[src/rtl/core/wsmr_pkg.sv]
// Shared types, codes and helper functions of the WebSocket message reassembler.
// No dependencies; every other file but the assertion macro header imports it.
package wsmr_pkg;

  localparam int unsigned LEN_W = 63;
  localparam int unsigned CONTROL_MAX_LEN_DEF = 125;

  localparam logic [15:0] CODE_NORMAL   = 16'd1000;
  localparam logic [15:0] CODE_PROTOCOL = 16'd1002;

  localparam logic OP_HEADER = 1'b0;
  localparam logic OP_BYTE   = 1'b1;

  localparam logic [3:0] OPC_CONT   = 4'd0;
  localparam logic [3:0] OPC_TEXT   = 4'd1;
  localparam logic [3:0] OPC_BINARY = 4'd2;
  localparam logic [3:0] OPC_CLOSE  = 4'd8;
  localparam logic [3:0] OPC_PING   = 4'd9;
  localparam logic [3:0] OPC_PONG   = 4'd10;

  typedef enum logic [2:0] {
    ROUTE_SINGLE = 3'd0,
    ROUTE_FRAG   = 3'd1,
    ROUTE_PING   = 3'd2,
    ROUTE_PONG   = 3'd3,
    ROUTE_CLOSE  = 3'd4,
    ROUTE_DROP   = 3'd5
  } route_t;

  typedef enum logic [3:0] {
    EV_FRAG_STORED = 4'd0,
    EV_TEXT        = 4'd1,
    EV_BINARY      = 4'd2,
    EV_PING        = 4'd3,
    EV_PONG        = 4'd4,
    EV_CLOSE       = 4'd5,
    EV_BAD_UTF8    = 4'd6,
    EV_ORPHAN      = 4'd7,
    EV_FRAG_CTRL   = 4'd8,
    EV_LONG_CTRL   = 4'd9,
    EV_UNKNOWN     = 4'd10
  } event_t;

  // Close payload position: high code byte, low code byte, then reason text.
  localparam logic [1:0] CLOSE_IDX_HI     = 2'd0;
  localparam logic [1:0] CLOSE_IDX_LO     = 2'd1;
  localparam logic [1:0] CLOSE_IDX_REASON = 2'd2;

  typedef struct packed {
    logic        has_byte;
    logic [7:0]  out_byte;
    logic [2:0]  byte_kind;
    logic        starts_message;
    logic        frame_end;
    logic [3:0]  event_res;
    logic [15:0] close_code;
  } result_t;

  typedef struct packed {
    logic [1:0] left;
    logic       bad;
  } utf8_t;

  // Lenient UTF-8 tracker: lead and continuation patterns only.
  function automatic utf8_t utf8_feed(input logic [7:0] b, input utf8_t cur);
    utf8_t nxt;
    nxt = cur;
    if (cur.left != 2'd0) begin
      if ((b & 8'hC0) != 8'h80) begin
        nxt.bad = 1'b1;
      end else begin
        nxt.left = cur.left - 2'd1;
      end
    end else if ((b & 8'h80) == 8'h00) begin
      nxt.left = 2'd0;
    end else if ((b & 8'hE0) == 8'hC0) begin
      nxt.left = 2'd1;
    end else if ((b & 8'hF0) == 8'hE0) begin
      nxt.left = 2'd2;
    end else if ((b & 8'hF8) == 8'hF0) begin
      nxt.left = 2'd3;
    end else begin
      nxt.bad = 1'b1;
    end
    return nxt;
  endfunction

endpackage

[src/rtl/core/websocket_message_reassembler_core.sv]
// WebSocket receive-side message reassembler. Each request is either a decoded
// frame header (op 0) or one unmasked payload byte (op 1). Every payload byte
// of a live frame comes back at once as a result, tagged in byte_kind by its
// destination (single-frame data, fragmented data, ping, pong, close or
// discarded). The last byte of a frame, or the header of an empty frame,
// also carries frame_end and the verdict in event_res; for a close frame
// close_code holds the status code (1000 when the payload is shorter than two
// bytes, 1002 when the reason is not valid UTF-8). Headers of nonempty frames
// and bytes arriving outside any frame give no result. Since bytes leave
// before the verdict, the consumer must discard bytes of a dropped message,
// and on starts_message it discards any fragments it still holds. The block
// takes one request per clock cycle while the skid entry is free; each result
// is formed in the cycle of its request and registered in the output register,
// or in the skid entry when that is full. The longest path is the 63-bit frame
// byte countdown with its zero test. An output register plus one skid entry
// decouple the two sides, so input stalls only when both hold a result not yet taken.
module websocket_message_reassembler_core #(
  parameter int unsigned CONTROL_MAX_LEN = wsmr_pkg::CONTROL_MAX_LEN_DEF
) (
  input  logic                       clk,
  input  logic                       rst,
  input  logic                       in_valid,
  output logic                       in_ready,
  input  logic                       op,
  input  logic [3:0]                 opcode,
  input  logic                       fin,
  input  logic [wsmr_pkg::LEN_W-1:0] frame_len,
  input  logic [7:0]                 in_byte,
  output logic                       out_valid,
  input  logic                       out_ready,
  output logic                       has_byte,
  output logic [7:0]                 out_byte,
  output logic [2:0]                 byte_kind,
  output logic                       starts_message,
  output logic                       frame_end,
  output logic [3:0]                 event_res,
  output logic [15:0]                close_code
);
  import wsmr_pkg::*;

  logic    accept;
  logic    res_valid;
  result_t res;
  result_t head;
  logic    room;

  // A request is taken whenever the skid entry is free, whether or not it
  // will produce a result.
  assign in_ready = room;
  assign accept   = in_valid && in_ready;

  wsmr_engine #(
    .CONTROL_MAX_LEN(CONTROL_MAX_LEN)
  ) u_engine (
    .clk         (clk),
    .rst         (rst),
    .accept      (accept),
    .op          (op),
    .opcode      (opcode),
    .fin         (fin),
    .frame_len   (frame_len),
    .in_byte     (in_byte),
    .res_valid   (res_valid),
    .res         (res)
  );

  wsmr_outq u_outq (
    .clk       (clk),
    .rst       (rst),
    .push      (res_valid),
    .push_data (res),
    .room      (room),
    .out_valid (out_valid),
    .out_ready (out_ready),
    .head      (head)
  );

  assign has_byte       = head.has_byte;
  assign out_byte       = head.out_byte;
  assign byte_kind      = head.byte_kind;
  assign starts_message = head.starts_message;
  assign frame_end      = head.frame_end;
  assign event_res      = head.event_res;
  assign close_code     = head.close_code;

endmodule

[src/rtl/core/wsmr_engine.sv]
// Frame tracking state and per-item result logic of the message reassembler.
// Depends on wsmr_pkg; feeds at most one result a cycle, on accepted requests.
module wsmr_engine #(
  parameter int unsigned CONTROL_MAX_LEN = wsmr_pkg::CONTROL_MAX_LEN_DEF
) (
  input  logic                     clk,
  input  logic                     rst,
  input  logic                     accept,
  input  logic                     op,
  input  logic [3:0]               opcode,
  input  logic                     fin,
  input  logic [wsmr_pkg::LEN_W-1:0] frame_len,
  input  logic [7:0]               in_byte,
  output logic                     res_valid,
  output wsmr_pkg::result_t        res
);
  import wsmr_pkg::*;

  logic [LEN_W-1:0] bytes_left, bytes_left_next;
  logic [3:0]       frame_opcode, frame_opcode_next;
  logic             frame_fin, frame_fin_next;
  route_t           frame_route, frame_route_next;
  logic             first_pending, first_pending_next;
  logic             frag_is_text, frag_is_text_next;
  logic             frag_nonempty, frag_nonempty_next;
  utf8_t            frag_utf8, frag_utf8_next;
  utf8_t            msg_utf8, msg_utf8_next;
  logic [1:0]       close_index, close_index_next;
  logic [15:0]      close_value, close_value_next;
  event_t           drop_event, drop_event_next;

  always_comb begin
    logic             emit;
    logic             is_end;
    logic             with_byte;
    event_t           ev;
    logic [15:0]      code;

    bytes_left_next    = bytes_left;
    frame_opcode_next  = frame_opcode;
    frame_fin_next     = frame_fin;
    frame_route_next   = frame_route;
    first_pending_next = first_pending;
    frag_is_text_next  = frag_is_text;
    frag_nonempty_next = frag_nonempty;
    frag_utf8_next     = frag_utf8;
    msg_utf8_next      = msg_utf8;
    close_index_next   = close_index;
    close_value_next   = close_value;
    drop_event_next    = drop_event;
    emit      = 1'b0;
    is_end    = 1'b0;
    with_byte = 1'b0;
    ev        = EV_FRAG_STORED;
    code      = 16'd0;

    if (accept) begin
      if (op == OP_HEADER) begin
        frame_opcode_next  = opcode;
        frame_fin_next     = fin;
        bytes_left_next    = frame_len;
        first_pending_next = 1'b0;
        drop_event_next    = EV_FRAG_STORED;
        if (opcode == OPC_CONT) begin
          if (!frag_nonempty) begin
            frame_route_next = ROUTE_DROP;
            drop_event_next  = EV_ORPHAN;
          end else begin
            frame_route_next = ROUTE_FRAG;
          end
        end else if (opcode == OPC_TEXT || opcode == OPC_BINARY) begin
          if (fin) begin
            frame_route_next = ROUTE_SINGLE;
            msg_utf8_next    = '0;
          end else begin
            frame_route_next   = ROUTE_FRAG;
            first_pending_next = 1'b1;
            frag_nonempty_next = 1'b1;
            frag_is_text_next  = (opcode == OPC_TEXT);
            frag_utf8_next     = '0;
          end
        end else if (!fin) begin
          frame_route_next = ROUTE_DROP;
          drop_event_next  = EV_FRAG_CTRL;
        end else if (frame_len > LEN_W'(CONTROL_MAX_LEN)) begin
          frame_route_next = ROUTE_DROP;
          drop_event_next  = EV_LONG_CTRL;
        end else if (opcode == OPC_PING) begin
          frame_route_next = ROUTE_PING;
        end else if (opcode == OPC_PONG) begin
          frame_route_next = ROUTE_PONG;
        end else if (opcode == OPC_CLOSE) begin
          frame_route_next = ROUTE_CLOSE;
          close_index_next = CLOSE_IDX_HI;
          close_value_next = CODE_NORMAL;
          msg_utf8_next    = '0;
        end else begin
          frame_route_next = ROUTE_DROP;
          drop_event_next  = EV_UNKNOWN;
        end
        if (frame_len == '0) begin
          emit   = 1'b1;
          is_end = 1'b1;
        end
      end else if (bytes_left != '0) begin
        bytes_left_next = bytes_left - LEN_W'(1);
        emit      = 1'b1;
        with_byte = 1'b1;
        is_end    = (bytes_left_next == '0);
        unique case (frame_route)
          ROUTE_SINGLE: begin
            if (frame_opcode == OPC_TEXT) begin
              msg_utf8_next = utf8_feed(in_byte, msg_utf8);
            end
          end
          ROUTE_FRAG: begin
            if (frag_is_text) begin
              frag_utf8_next = utf8_feed(in_byte, frag_utf8);
            end
          end
          ROUTE_CLOSE: begin
            if (close_index == CLOSE_IDX_HI) begin
              close_value_next = {in_byte, 8'h00};
              close_index_next = CLOSE_IDX_LO;
            end else if (close_index == CLOSE_IDX_LO) begin
              close_value_next = close_value | {8'h00, in_byte};
              close_index_next = CLOSE_IDX_REASON;
            end else begin
              msg_utf8_next = utf8_feed(in_byte, msg_utf8);
            end
          end
          default: begin
          end
        endcase
      end
    end

    // The verdict looks at the state as this item leaves it.
    if (emit && is_end) begin
      unique case (frame_route_next)
        ROUTE_SINGLE: begin
          if (frame_opcode_next == OPC_TEXT) begin
            ev = (msg_utf8_next.bad || msg_utf8_next.left != 2'd0) ? EV_BAD_UTF8 : EV_TEXT;
          end else begin
            ev = EV_BINARY;
          end
        end
        ROUTE_FRAG: begin
          if (frame_opcode_next != OPC_CONT || !frame_fin_next) begin
            ev = EV_FRAG_STORED;
          end else begin
            frag_nonempty_next = 1'b0;
            if (frag_is_text_next) begin
              ev = (frag_utf8_next.bad || frag_utf8_next.left != 2'd0) ?
                   EV_BAD_UTF8 : EV_TEXT;
            end else begin
              ev = EV_BINARY;
            end
          end
        end
        ROUTE_PING: ev = EV_PING;
        ROUTE_PONG: ev = EV_PONG;
        ROUTE_CLOSE: begin
          ev = EV_CLOSE;
          if (close_index_next != CLOSE_IDX_REASON) begin
            code = CODE_NORMAL;
          end else if (msg_utf8_next.bad || msg_utf8_next.left != 2'd0) begin
            code = CODE_PROTOCOL;
          end else begin
            code = close_value_next;
          end
        end
        default: ev = drop_event_next;
      endcase
    end

    res_valid = emit;
    res.has_byte       = with_byte;
    res.out_byte       = with_byte ? in_byte : 8'h00;
    res.byte_kind      = frame_route_next;
    res.starts_message = first_pending_next;
    res.frame_end      = is_end;
    res.event_res      = ev;
    res.close_code     = code;
    if (emit) begin
      first_pending_next = 1'b0;
    end
  end

  always_ff @(posedge clk) begin
    if (rst) begin
      bytes_left    <= '0;
      frame_opcode  <= OPC_CONT;
      frame_fin     <= 1'b0;
      frame_route   <= ROUTE_SINGLE;
      first_pending <= 1'b0;
      frag_is_text  <= 1'b0;
      frag_nonempty <= 1'b0;
      frag_utf8     <= '0;
      msg_utf8      <= '0;
      close_index   <= CLOSE_IDX_HI;
      close_value   <= CODE_NORMAL;
      drop_event    <= EV_FRAG_STORED;
    end else begin
      bytes_left    <= bytes_left_next;
      frame_opcode  <= frame_opcode_next;
      frame_fin     <= frame_fin_next;
      frame_route   <= frame_route_next;
      first_pending <= first_pending_next;
      frag_is_text  <= frag_is_text_next;
      frag_nonempty <= frag_nonempty_next;
      frag_utf8     <= frag_utf8_next;
      msg_utf8      <= msg_utf8_next;
      close_index   <= close_index_next;
      close_value   <= close_value_next;
      drop_event    <= drop_event_next;
    end
  end

endmodule

[src/rtl/core/wsmr_outq.sv]
// Output register with a skid stage for the result channel.
// Depends on wsmr_pkg for the result type.
module wsmr_outq (
  input  logic              clk,
  input  logic              rst,
  input  logic              push,
  input  wsmr_pkg::result_t push_data,
  output logic              room,
  output logic              out_valid,
  input  logic              out_ready,
  output wsmr_pkg::result_t head
);
  import wsmr_pkg::*;

  logic    main_valid, skid_valid;
  result_t main_data, skid_data;
  logic    pop;

  assign pop       = main_valid && out_ready;
  assign room      = !skid_valid;
  assign out_valid = main_valid;
  assign head      = main_data;

  always_ff @(posedge clk) begin
    if (rst) begin
      main_valid <= 1'b0;
      skid_valid <= 1'b0;
    end else if (skid_valid) begin
      if (pop) begin
        skid_valid <= 1'b0;
      end
    end else if (push) begin
      if (!main_valid || pop) begin
        main_valid <= 1'b1;
      end else begin
        skid_valid <= 1'b1;
      end
    end else if (pop) begin
      main_valid <= 1'b0;
    end
  end

  always_ff @(posedge clk) begin
    if (skid_valid) begin
      if (pop) begin
        main_data <= skid_data;
      end
    end else if (push) begin
      if (!main_valid || pop) begin
        main_data <= push_data;
      end else begin
        skid_data <= push_data;
      end
    end
  end

endmodule

[config.mk]
export PLATFORM = sky130hd
export DESIGN_NAME = websocket_message_reassembler_core
export DESIGN_NICKNAME = d
export VERILOG_FILES = /design/src/rtl/core/wsmr_pkg.sv /design/src/rtl/core/websocket_message_reassembler_core.sv /design/src/rtl/core/wsmr_engine.sv /design/src/rtl/core/wsmr_outq.sv
export SDC_FILE = /design/constraint.sdc
export NUM_CORES = 1
export LEC_CHECK = 0
export BUFFER_PORTS_ARGS = -buffer_cell sky130_fd_sc_hd__buf_2
export CAP_MARGIN = 20
export CORE_MARGIN = 5
export CORE_UTILIZATION = 35
export CTS_CLUSTER_DIAMETER = 50
export DETAILED_ROUTE_END_ITERATION = 10
export PLACE_DENSITY = 0.55
export SLEW_MARGIN = 0
export SYNTH_ARGS = -nofsm -noshare
export SYNTH_HDL_FRONTEND = slang
export SYNTH_SLANG_ARGS = --single-unit
[constraint.sdc]
create_clock -name clk -period 11.3 [get_ports clk]
set_clock_uncertainty 0.15 [all_clocks]
set_input_delay 1.695 -clock clk [delete_from_list [all_inputs] [get_ports clk]]
set_output_delay 1.695 -clock clk [all_outputs]
set_load 0.03 [all_outputs]
==> results of run 1 <==
per-stage QoR:
stage	hold WS, ns	cell area, um2
after floorplan	0.282	10100
after global placement	0.294	11000
after detailed placement	0.299	11000
after CTS	0.312	11600
after global routing	0.347	11600
final	0.313	11600
power groups by stage:
stage / Clock [uW] / Combinational (uW) / Sequential, uW
2_1_floorplan: 0 / 198 / 716
5_1_grt: 662 / 321 / 712
6_report: 619 / 292 / 709
3_5_place_dp: 0 / 287 / 722
4_1_cts: 630 / 289 / 708
3_3_place_gp: 0 / 286 / 722
worst reg2reg max path, stage by stage, from the launching register on:
cell     delay, ns
dfxtp_1       0.38
inv_1         0.11
ha_1          0.33
or4b_4        0.54
nor4b_4       0.50
and4_1        0.75
nand3_1       0.18
xor2_1        0.32
nand4_1       0.18
or4_1         0.66
o31a_1        0.62
o31ai_1       0.39
cells by family after synthesis:
logic type	Yosys count	synth area share
adders and majority gates	7	0.00864
xor gates and xnor gates	39	0.0337
AOI/OAI and AO/OA	314	0.206
DFF	172	0.407
buffers and inverters	115	0.0449
muxes	12	0.0125
and+or+nand+nor	570	0.288
cell usage after synthesis, drive strengths merged (7+ instances only):
cell type	count
nor2	143
nand2	139
dfxtp	104
o21ai	71
a21oi	70
clkbuf	69
edfxtp	68
nor3	60
nor4	53
a211oi	45
inv	28
nand3	27
or3	26
a22oi	21
nand4	21
xor2	21
and3	19
buf	18
xnor2	18
o22ai	17
a21o	15
or4	14
o31ai	13
nor2b	12
a31oi	11
or2	9
o32ai	8
ha	7
mux2i	7
nand4b	7
nor3b	7
nor4b	7
how the worst max path moves through the flow:
stage | slack (ns) | to | cells past startpoint | from
floorplan | 6.04 | u_outq.head[0]$_DFFE_PP_ | 6 | frame_len[17]
CTS | 4.98 | u_outq.head[1]$_DFFE_PP_ | 10 | frame_len[38]
detailed placement | 4.55 | u_outq.head[1]$_DFFE_PP_ | 10 | frame_len[38]
finish | 5.09 | u_outq.head[1]$_DFFE_PP_ | 10 | frame_len[38]
global placement | 4.65 | u_outq.head[0]$_DFFE_PP_ | 10 | frame_len[38]
global route | 4.75 | u_outq.head[3]$_DFFE_PP_ | 10 | frame_len[38]
sequential cells by signal, summed over array words and instances, names as in the netlist, 2 cells and up:
name and flops:
u_engine.bytes_left 63, u_outq.head 34, u_outq.skid_data 34, u_engine.close_value 16
u_engine.drop_event 4, u_engine.frame_opcode 4, u_engine.frag_utf8 3, u_engine.frame_route 3
u_engine.msg_utf8 3, u_engine.close_index 2
routing by layer:
| layer | track usage | up-vias | wire length [um] |
|---|---|---|---|
| li1 | - | 4715 | - |
| met1 | 0.279 | 4561 | 15400 |
| met2 | 0.311 | 321 | 15100 |
| met3 | 0.0313 | 62 | 1790 |
| met4 | 0.0684 | 0 | 960 |
| met5 | 0 | - | 0 |
cell type report:
class | count | area, um2
repair buffers | 131 | 708
clock inverters | 15 | 190
inverters | 28 | 105
clock buffers | 17 | 425
flip-flops and latches | 172 | 4120
fillers | 2969 | 17000
well taps | 384 | 480
multi-input cells | 942 | 5600
==> flow_metrics.tcl, run 1 <==
set metrics [dict create \
    root_buffer "clkbuf_16" \
    timing.max_slew.rel_slack 0.338 \
    num_vias 9659 \
    rows 62 \
    hold_path.startpoint "u_engine.frame_opcode[1]$_SDFF_PP0_" \
    postRouteAntennaNets 0 \
    power.density_mw_per_mm2 139 \
    grt_max_degree 89 \
    cp_max_fo 17 \
    firstDrtPassIters 5 \
    p_int_uw 1090 \
    synthCells 1229 \
    port_buffers 116 \
    post-route-min-period_ns 6.21 \
    cp.required_ns 11.29 \
    synth_top_cell_by_area "dfxtp_1" \
    path_delay_family "simple AND/OR/NAND/NOR gates" \
    die_h_um 180 \
    holdBufCountCts 0 \
    worstPathCellList "buf_2 -> nor4_1 -> nand4_1 -> nor4_1 -> nand3_1 -> o21bai_1 -> inv_1 -> nand3_1 -> o31a_1 -> o21ai_0" \
    ys_warn_count 0 \
    r2r_slack_ns 6.00 \
    final_common_cell "nor2_1" \
    post_cts_buffers 0 \
    cellLeakagePower_uw 0.00430 \
    reg2reg_to "u_outq.head[4]$_DFFE_PP_" \
    seq_area_frac_synth 0.407 \
    fin_tns_setup_ns 0 \
    yosysUniqueCellTypes 75 \
    rsz0062_at_grt "false" \
    worst_pin_slew_ns 0.990 \
    cts-resized-gates 0 \
    cts_tree "done" \
    swShare 0.324 \
    wl_um 33200 \
    hold_viol 0 \
    place_ws_ns 4.55 \
    grt_pass1_vias 9279 \
    endpoint_kind "flip-flop" \
    htreeDepth 4 \
    p_sw_uw 525 \
    drive_above_1_share 0.157 \
    worstPathArrival_ns 6.21 \
    path_buf_inv 2 \
    status "finished, final reports clean" \
    cts_sinks 172 \
    grt_pass1_wl_um 52600 \
    gp_congestion 0.918 \
    hpwl_um 23900 \
    ctsLongestPathBuffers 2 \
    io_pins 117 \
    dieWidth_um 180 \
    whs_endpoint "u_engine.frame_opcode[1]$_SDFF_PP0_" \
    synth_seq_cells 172 \
    clkLatencyLatePin_ns 0.44 \
    seqPwrFrac 0.438 \
    post_drt_wl_per_cell_um 19.7 \
    r2r_start "u_engine.bytes_left[0]$_SDFFE_PP0P_" \
    startpoint_type "input port" \
    power_frac_clock 0.382 \
    drc 0 \
    layout_common_cells "143 x nor2_1, 139 x nand2_1, 115 x buf_2, 104 x dfxtp_1" \
    syn_avg_cell_area_um2 8.25 \
    diodes 0 \
    initial_utilization 0.354 \
    synth_fp_nets 1317 \
    slew_viol_final 0 \
    core_area_mm2 0.0286 \
    max_cap_viol_count 0 \
    peakVddDrop_mv 0.0882 \
    slowest_delay_ns 0.80 \
    p_comb_frac 0.180 \
    vias_per_cell 5.72 \
    path_clk_slew_ns 0.08 \
    synthFlopType "dfxtp_1" \
    worst_slack_ns 5.09 \
    grt_use_total 0.198 \
    synth-edff-count 68 \
    hold_depth 2 \
    slowest_stage "o31a_1" \
    rr_worst_depth 11 \
    antenna_found_initial 0 \
    synthArstFlopShare 0 \
    fp.dieArea_mm2 0.0325 \
    setup-violations-final 0 \
    overflow 0 \
    area_delta_synth_final_pct 14.7 \
    detailedRoute.firstIterationViolations 935 \
    finalPower_uw 1620 \
    netlist_area_mm2 0.0101 \
    fin_util 0.406 \
    numCtsBuffers 17 \
    synth_area_leaders "dfxtp_1 21%, edfxtp_1 20%, nor2_1 5.3%" \
    dpl.cell_count 1656 \
    min_period_over_period 0.550 \
    hold_path_class "flip-flop to flip-flop" \
    stdcell_count 1689 \
    path_class "input port to flip-flop" \
    synth_top_area_frac 0.205 \
    max_freq_mhz 161 \
    nNetsFinal 1380 \
]
No activity file was read; power rests on OpenSTA's default activity.
==> run 2: changes to the inputs <==
--- a/config.mk
+++ b/config.mk
@@ -5,13 +5,14 @@
 export SDC_FILE = /design/constraint.sdc
 export NUM_CORES = 1
 export LEC_CHECK = 0
+export ABC_AREA = 1
 export BUFFER_PORTS_ARGS = -buffer_cell sky130_fd_sc_hd__buf_2
 export CAP_MARGIN = 20
 export CORE_MARGIN = 5
 export CORE_UTILIZATION = 35
 export CTS_CLUSTER_DIAMETER = 50
 export DETAILED_ROUTE_END_ITERATION = 10
-export PLACE_DENSITY = 0.55
+export PLACE_DENSITY = 0.57
 export SLEW_MARGIN = 0
 export SYNTH_ARGS = -nofsm -noshare
 export SYNTH_HDL_FRONTEND = slang
==> constraint.sdc (replaced) <==
create_clock -name clk -period 5.3 [get_ports clk]
set_clock_uncertainty 0.15 [all_clocks]
set_input_delay 0.795 -clock clk [delete_from_list [all_inputs] [get_ports clk]]
set_output_delay 0.795 -clock clk [all_outputs]
set_load 0.03 [all_outputs]
==> flow_metrics.tcl, run 2 <==
set metrics [dict create \
    syn_avg_cell_area_um2 6.53 \
    grt_pass1_wl_um 56900 \
    path_clk_slew_ns 0.08 \
    grt_max_degree 74 \
    min_period_over_period 0.787 \
    rsz0062_at_grt "false" \
    wl_um 35800 \
    path_class "input port to flip-flop" \
    area_delta_synth_final_pct 14.2 \
    postRouteAntennaNets 0 \
    r2r_start "u_engine.bytes_left[0]$_SDFFE_PP0P_" \
    dpl.cell_count 2175 \
    root_buffer "clkbuf_16" \
    die_h_um 188 \
    port_buffers 116 \
    detailedRoute.firstIterationViolations 808 \
    firstDrtPassIters 5 \
    setup-violations-final 0 \
    hold_path_class "flip-flop to flip-flop" \
    clkLatencyLatePin_ns 0.47 \
    initial_utilization 0.354 \
    worst_pin_slew_ns 1.10 \
    largest_reg_flops 63 \
    nNetsFinal 1880 \
    critPathCapture "u_outq.head[8]$_DFFE_PP_" \
    slew_viol_final 0 \
    worstPathArrival_ns 4.23 \
    cp_max_fo 12 \
    cp.required_ns 5.37 \
    synth_seq_cells 172 \
    seq_area_frac_synth 0.370 \
    fillers 3374 \
    hold_viol 0 \
    synthArstFlopShare 0 \
    layout_common_cells "486 x nand2_1, 308 x nor2_1, 144 x inv_1, 115 x buf_2, 104 x dfxtp_1" \
    rows 65 \
    core_area_mm2 0.0315 \
    num_vias 11300 \
    hpwl_um 27500 \
    dieWidth_um 188 \
    io_pins 117 \
    post_drt_wl_per_cell_um 16.2 \
    yosysMostFrequentCell "nand2_1" \
    top_register "u_engine.bytes_left" \
    post-route-min-period_ns 4.17 \
    worst_slack_ns 1.13 \
    peakVddDrop_mv 0.218 \
    synth_top_cell_by_area "dfxtp_1" \
    synth_top_area_frac 0.187 \
    synth_commonest_cells "486 x nand2_1, 310 x nor2_1, 145 x inv_1, 104 x dfxtp_1, 100 x nand3_1" \
    reg2reg_to "u_outq.head[8]$_DFFE_PP_" \
    netlist_area_mm2 0.0111 \
    vias_per_cell 5.12 \
    ctsLongestPathBuffers 2 \
    rr_worst_depth 17 \
    timing.max_slew.rel_slack 0.268 \
    cts_sinks 172 \
    synthFlopType "dfxtp_1" \
    crit_start "frame_len[54]" \
    final_common_cell "nand2_1" \
    grt_use_total 0.199 \
    yosysUniqueCellTypes 47 \
    ys_warn_count 0 \
    cts-resized-gates 0 \
    seq_area_mm2 0.00412 \
    endpoint_kind "flip-flop" \
    power.density_mw_per_mm2 283 \
    cellLeakagePower_uw 0.00549 \
    status "finished, final reports clean" \
    startpoint_type "input port" \
    htreeDepth 4 \
    r2r_slack_ns 1.40 \
    synthCells 1706 \
    holdBufCountCts 0 \
    antenna_found_initial 1 \
    stdcell_count 2208 \
    place_ws_ns 0.610 \
    drive_above_1_share 0.127 \
    max_freq_mhz 240 \
    synth_fp_nets 1794 \
    multi_input_area_mm2 0.00619 \
    cts_tree "done" \
    overflow 0 \
    drc 0 \
    max_cap_viol_count 0 \
    fin_tns_setup_ns 0 \
    grt_pass1_vias 10500 \
    synth_area_leaders "dfxtp_1 19%, edfxtp_1 18%, nand2_1 16%" \
    synth-edff-count 68 \
    fp.dieArea_mm2 0.0355 \
    gp_congestion 0.944 \
    numCtsBuffers 17 \
    post_cts_buffers 0 \
]
==> run 2: cells by family after synthesis <==
kind of cell,after synthesis,synth area share
AO/OA/AOI/OAI,284,0.144
XOR/XNOR,21,0.0165
adder cells (fa/ha/maj),7,0.00786
buffers and inverters,216,0.0749
flip-flops,172,0.370
multiplexers,1,0.000899
AND/OR/NAND/NOR,1005,0.386
==> run 2: layout make-up <==
cell class,count,area share
tap,402,0.0395
clock inverter,15,0.0184
sequential,172,0.324
inverter,156,0.0460
multi-input combinational,1318,0.486
antenna,1,0.000197
timing repair buffer,127,0.0523
clock buffer,17,0.0334
==> run 2: worst min path at each step <==
stage,from,cells past startpoint,endpoint,slack (ns)
2_1_floorplan,u_engine.bytes_left[62]$_SDFFE_PP0P_,2,u_engine.bytes_left[62]$_SDFFE_PP0P_,0.30
3_3_place_gp,u_engine.bytes_left[62]$_SDFFE_PP0P_,2,u_engine.bytes_left[62]$_SDFFE_PP0P_,0.31
3_5_place_dp,u_engine.bytes_left[62]$_SDFFE_PP0P_,2,u_engine.bytes_left[62]$_SDFFE_PP0P_,0.31
4_1_cts,u_engine.bytes_left[62]$_SDFFE_PP0P_,2,u_engine.bytes_left[62]$_SDFFE_PP0P_,0.33
5_1_grt,u_engine.drop_event[3]$_SDFF_PP0_,2,u_engine.drop_event[3]$_SDFF_PP0_,0.36
6_report,u_engine.bytes_left[62]$_SDFFE_PP0P_,2,u_engine.bytes_left[62]$_SDFFE_PP0P_,0.32
==> run 2: metal layers <==
| metal | global-route usage | part of all wire |
|---|---|---|
| met1 | 0.272 | 0.46 |
| met2 | 0.325 | 0.46 |
| met3 | 0.0313 | 0.053 |
| met4 | 0.0661 | 0.026 |
| met5 | 0 | 0 |
==> run 2: worst max-delay path, stage by stage <==
cell	delay, ns
buf_2	0.11
nor2_1	0.15
nand2_1	0.07
nor2_1	0.19
nand2_1	0.08
nor2_1	0.31
nand2_1	0.09
nand2_1	0.30
nand3_1	0.50
nand2_1	0.18
nand2_1	0.09
nand2_1	0.08
nand2_1	0.06
nor2_2	0.11
nand2_2	0.10
nor2_2	0.41
inv_2	0.24
o21ai_0	0.27
nand2_1	0.07
==> run 2: per-stage QoR <==
step                hold WS, ns   util  instance area [um2]  total power [uW]
finish                    0.323  0.404                12700              3610
global route              0.355  0.404                12700              3780
CTS                       0.325  0.404                12700              3620
detailed placement        0.315  0.383                12100              2220
global placement          0.309  0.383                12100              2220
floorplan                 0.295      -                11100              2000
==> run 2: report_power, final <==
group	leakage, uW	switching (uW)	internal (uW)
clock	0.000319	671	741
combinational	0.00364	498	213
sequential	0.00153	55.4	1430
==> run 3: changes to the inputs <==
--- a/config.mk
+++ b/config.mk
@@ -5,14 +5,14 @@
 export SDC_FILE = /design/constraint.sdc
 export NUM_CORES = 1
 export LEC_CHECK = 0
-export ABC_AREA = 1
+export ABC_AREA = 0
 export BUFFER_PORTS_ARGS = -buffer_cell sky130_fd_sc_hd__buf_2
 export CAP_MARGIN = 20
 export CORE_MARGIN = 5
 export CORE_UTILIZATION = 35
 export CTS_CLUSTER_DIAMETER = 50
 export DETAILED_ROUTE_END_ITERATION = 10
-export PLACE_DENSITY = 0.57
+export PLACE_DENSITY = 0.55
 export SLEW_MARGIN = 0
 export SYNTH_ARGS = -nofsm -noshare
 export SYNTH_HDL_FRONTEND = slang
==> constraint.sdc (replaced) <==
create_clock -name clk -period 4.2 [get_ports clk]
set_clock_uncertainty 0.15 [all_clocks]
set_input_delay 0.63 -clock clk [delete_from_list [all_inputs] [get_ports clk]]
set_output_delay 0.63 -clock clk [all_outputs]
set_load 0.03 [all_outputs]
==> flow_metrics.tcl, run 3 (synthesis results as in run 1) <==
set metrics [dict create \
    status "finished, final reports clean" \
    worst_pin_slew_ns 1.02 \
    cp.required_ns 4.31 \
    seqPwrFrac 0.434 \
    fp.dieArea_mm2 0.0325 \
    fin_tns_setup_ns 0 \
    post_cts_buffers 0 \
    port_buffers 116 \
    min_period_over_period 0.968 \
    fillers 2878 \
    grt_pass1_wl_um 55600 \
    power.density_mw_per_mm2 355 \
    post_drt_wl_per_cell_um 19.7 \
    dpl.cell_count 1737 \
    top_register "u_engine.bytes_left" \
    holdBufCountCts 0 \
    largest_reg_flops 63 \
    hold_viol 0 \
    cts_tree "done" \
    hold_path_class "input port to flip-flop" \
    p_int_uw 2930 \
    post-route-min-period_ns 4.06 \
    stdcell_count 1769 \
    path_class "flip-flop to flip-flop" \
    grt_pass1_vias 9643 \
    antenna_found_initial 0 \
    postRouteAntennaNets 0 \
    num_vias 10000 \
    multi_input_area_mm2 0.00562 \
    wl_um 34800 \
    setup-violations-final 0 \
    timing.max_slew.rel_slack 0.318 \
    seq_area_mm2 0.00412 \
    p_comb_frac 0.202 \
    cellLeakagePower_uw 0.00469 \
    cp_max_fo 15 \
    rows 62 \
    endpoint_kind "flip-flop" \
    drive_above_1_share 0.209 \
    cts_sinks 172 \
    worstPathArrival_ns 4.17 \
    nNetsFinal 1460 \
    overflow 0 \
    numCtsBuffers 17 \
    layout_common_cells "143 x nor2_1, 139 x nand2_1, 114 x buf_2, 104 x dfxtp_1, 92 x buf_4" \
    swShare 0.329 \
    drc 0 \
    grt_max_degree 84 \
    power_frac_clock 0.364 \
    ctsLongestPathBuffers 2 \
    max_freq_mhz 246 \
    die_h_um 180 \
    p_sw_uw 1430 \
    peakVddDrop_mv 0.225 \
    area_delta_synth_final_pct 21.2 \
    initial_utilization 0.354 \
    slew_viol_final 0 \
    path_clk_slew_ns 0.07 \
    gp_congestion 0.960 \
    io_pins 117 \
    detailedRoute.firstIterationViolations 913 \
    finalPower_uw 4360 \
    dieWidth_um 180 \
    firstDrtPassIters 7 \
    startpoint_type "flip-flop" \
    place_ws_ns -0.134 \
    hpwl_um 25600 \
    diodes 0 \
    htreeDepth 4 \
    core_area_mm2 0.0286 \
    clkLatencyLatePin_ns 0.45 \
    vias_per_cell 5.65 \
    whs_ns 0.286 \
    root_buffer "clkbuf_16" \
    max_cap_viol_count 0 \
    grt_use_total 0.210 \
    final_common_cell "nor2_1" \
    worst_slack_ns 0.136 \
]
run 3: repair_timing:
item | in CTS | in global routing
gates resized for setup | 0 | 5
endpoints found under the hold margin | 0 | 0
endpoints found under the setup margin | 0 | 23
run 3: routing by layer:
metal,vias to the layer above,track usage,wire length (um)
li1,4858,-,-
met1,4775,0.294,16300
met2,334,0.342,16200
met3,35,0.0301,1710
met4,0,0.0563,617
met5,-,0,0
run 3: area by class of cell:
type                            instances  area share
Multi-Input combinational cell        942       0.458
Sequential cell                       172       0.336
Timing Repair Buffer                  211       0.111
Tap cell                              384      0.0391
Clock buffer                           17      0.0346
Clock inverter                         15      0.0133
Inverter                               28     0.00856
run 3: final timing paths:
check                                                    startpoint                       endpoint  slack [ns]  cells past startpoint
worst max-delay path            u_engine.bytes_left[0]$_SDFFE_PP0P_       u_outq.head[4]$_DFFE_PP_        0.14                     12
worst min-delay path                                      out_ready   u_outq.skid_valid$_SDFF_PP0_        0.29                      2
worst max register to register  u_engine.bytes_left[0]$_SDFFE_PP0P_       u_outq.head[4]$_DFFE_PP_        0.14                     12
worst min register to register        u_engine.frame_fin$_SDFF_PP0_  u_engine.frame_fin$_SDFF_PP0_        0.31                      2
run 3: power by group through the flow:
| stage | Sequential, uW | Combinational, uW | Clock [uW] |
|---|---|---|---|
| floorplan | 1930 | 533 | 0 |
| global placement | 1930 | 863 | 0 |
| detailed placement | 1930 | 866 | 0 |
| CTS | 1890 | 871 | 1620 |
| global route | 1900 | 965 | 1690 |
| finish | 1890 | 880 | 1590 |
run 3: stage by stage:
step	util	area [um2]
floorplan	-	10100
global placement	0.408	11700
detailed placement	0.408	11700
CTS	0.428	12300
global route	0.429	12300
finish	0.429	12300
run 3: worst max-delay path, cell delays in order, from the launching register on:
cell	delay [ns]
dfxtp_1	0.31
inv_1	0.07
ha_1	0.22
or4b_4	0.51
or4_1	0.49
xor2_1	0.21
o211ai_1	0.15
nor4b_2	0.31
nand3_1	0.13
or4_1	0.54
o31a_1	0.34
buf_12	0.17
o31ai_2	0.27
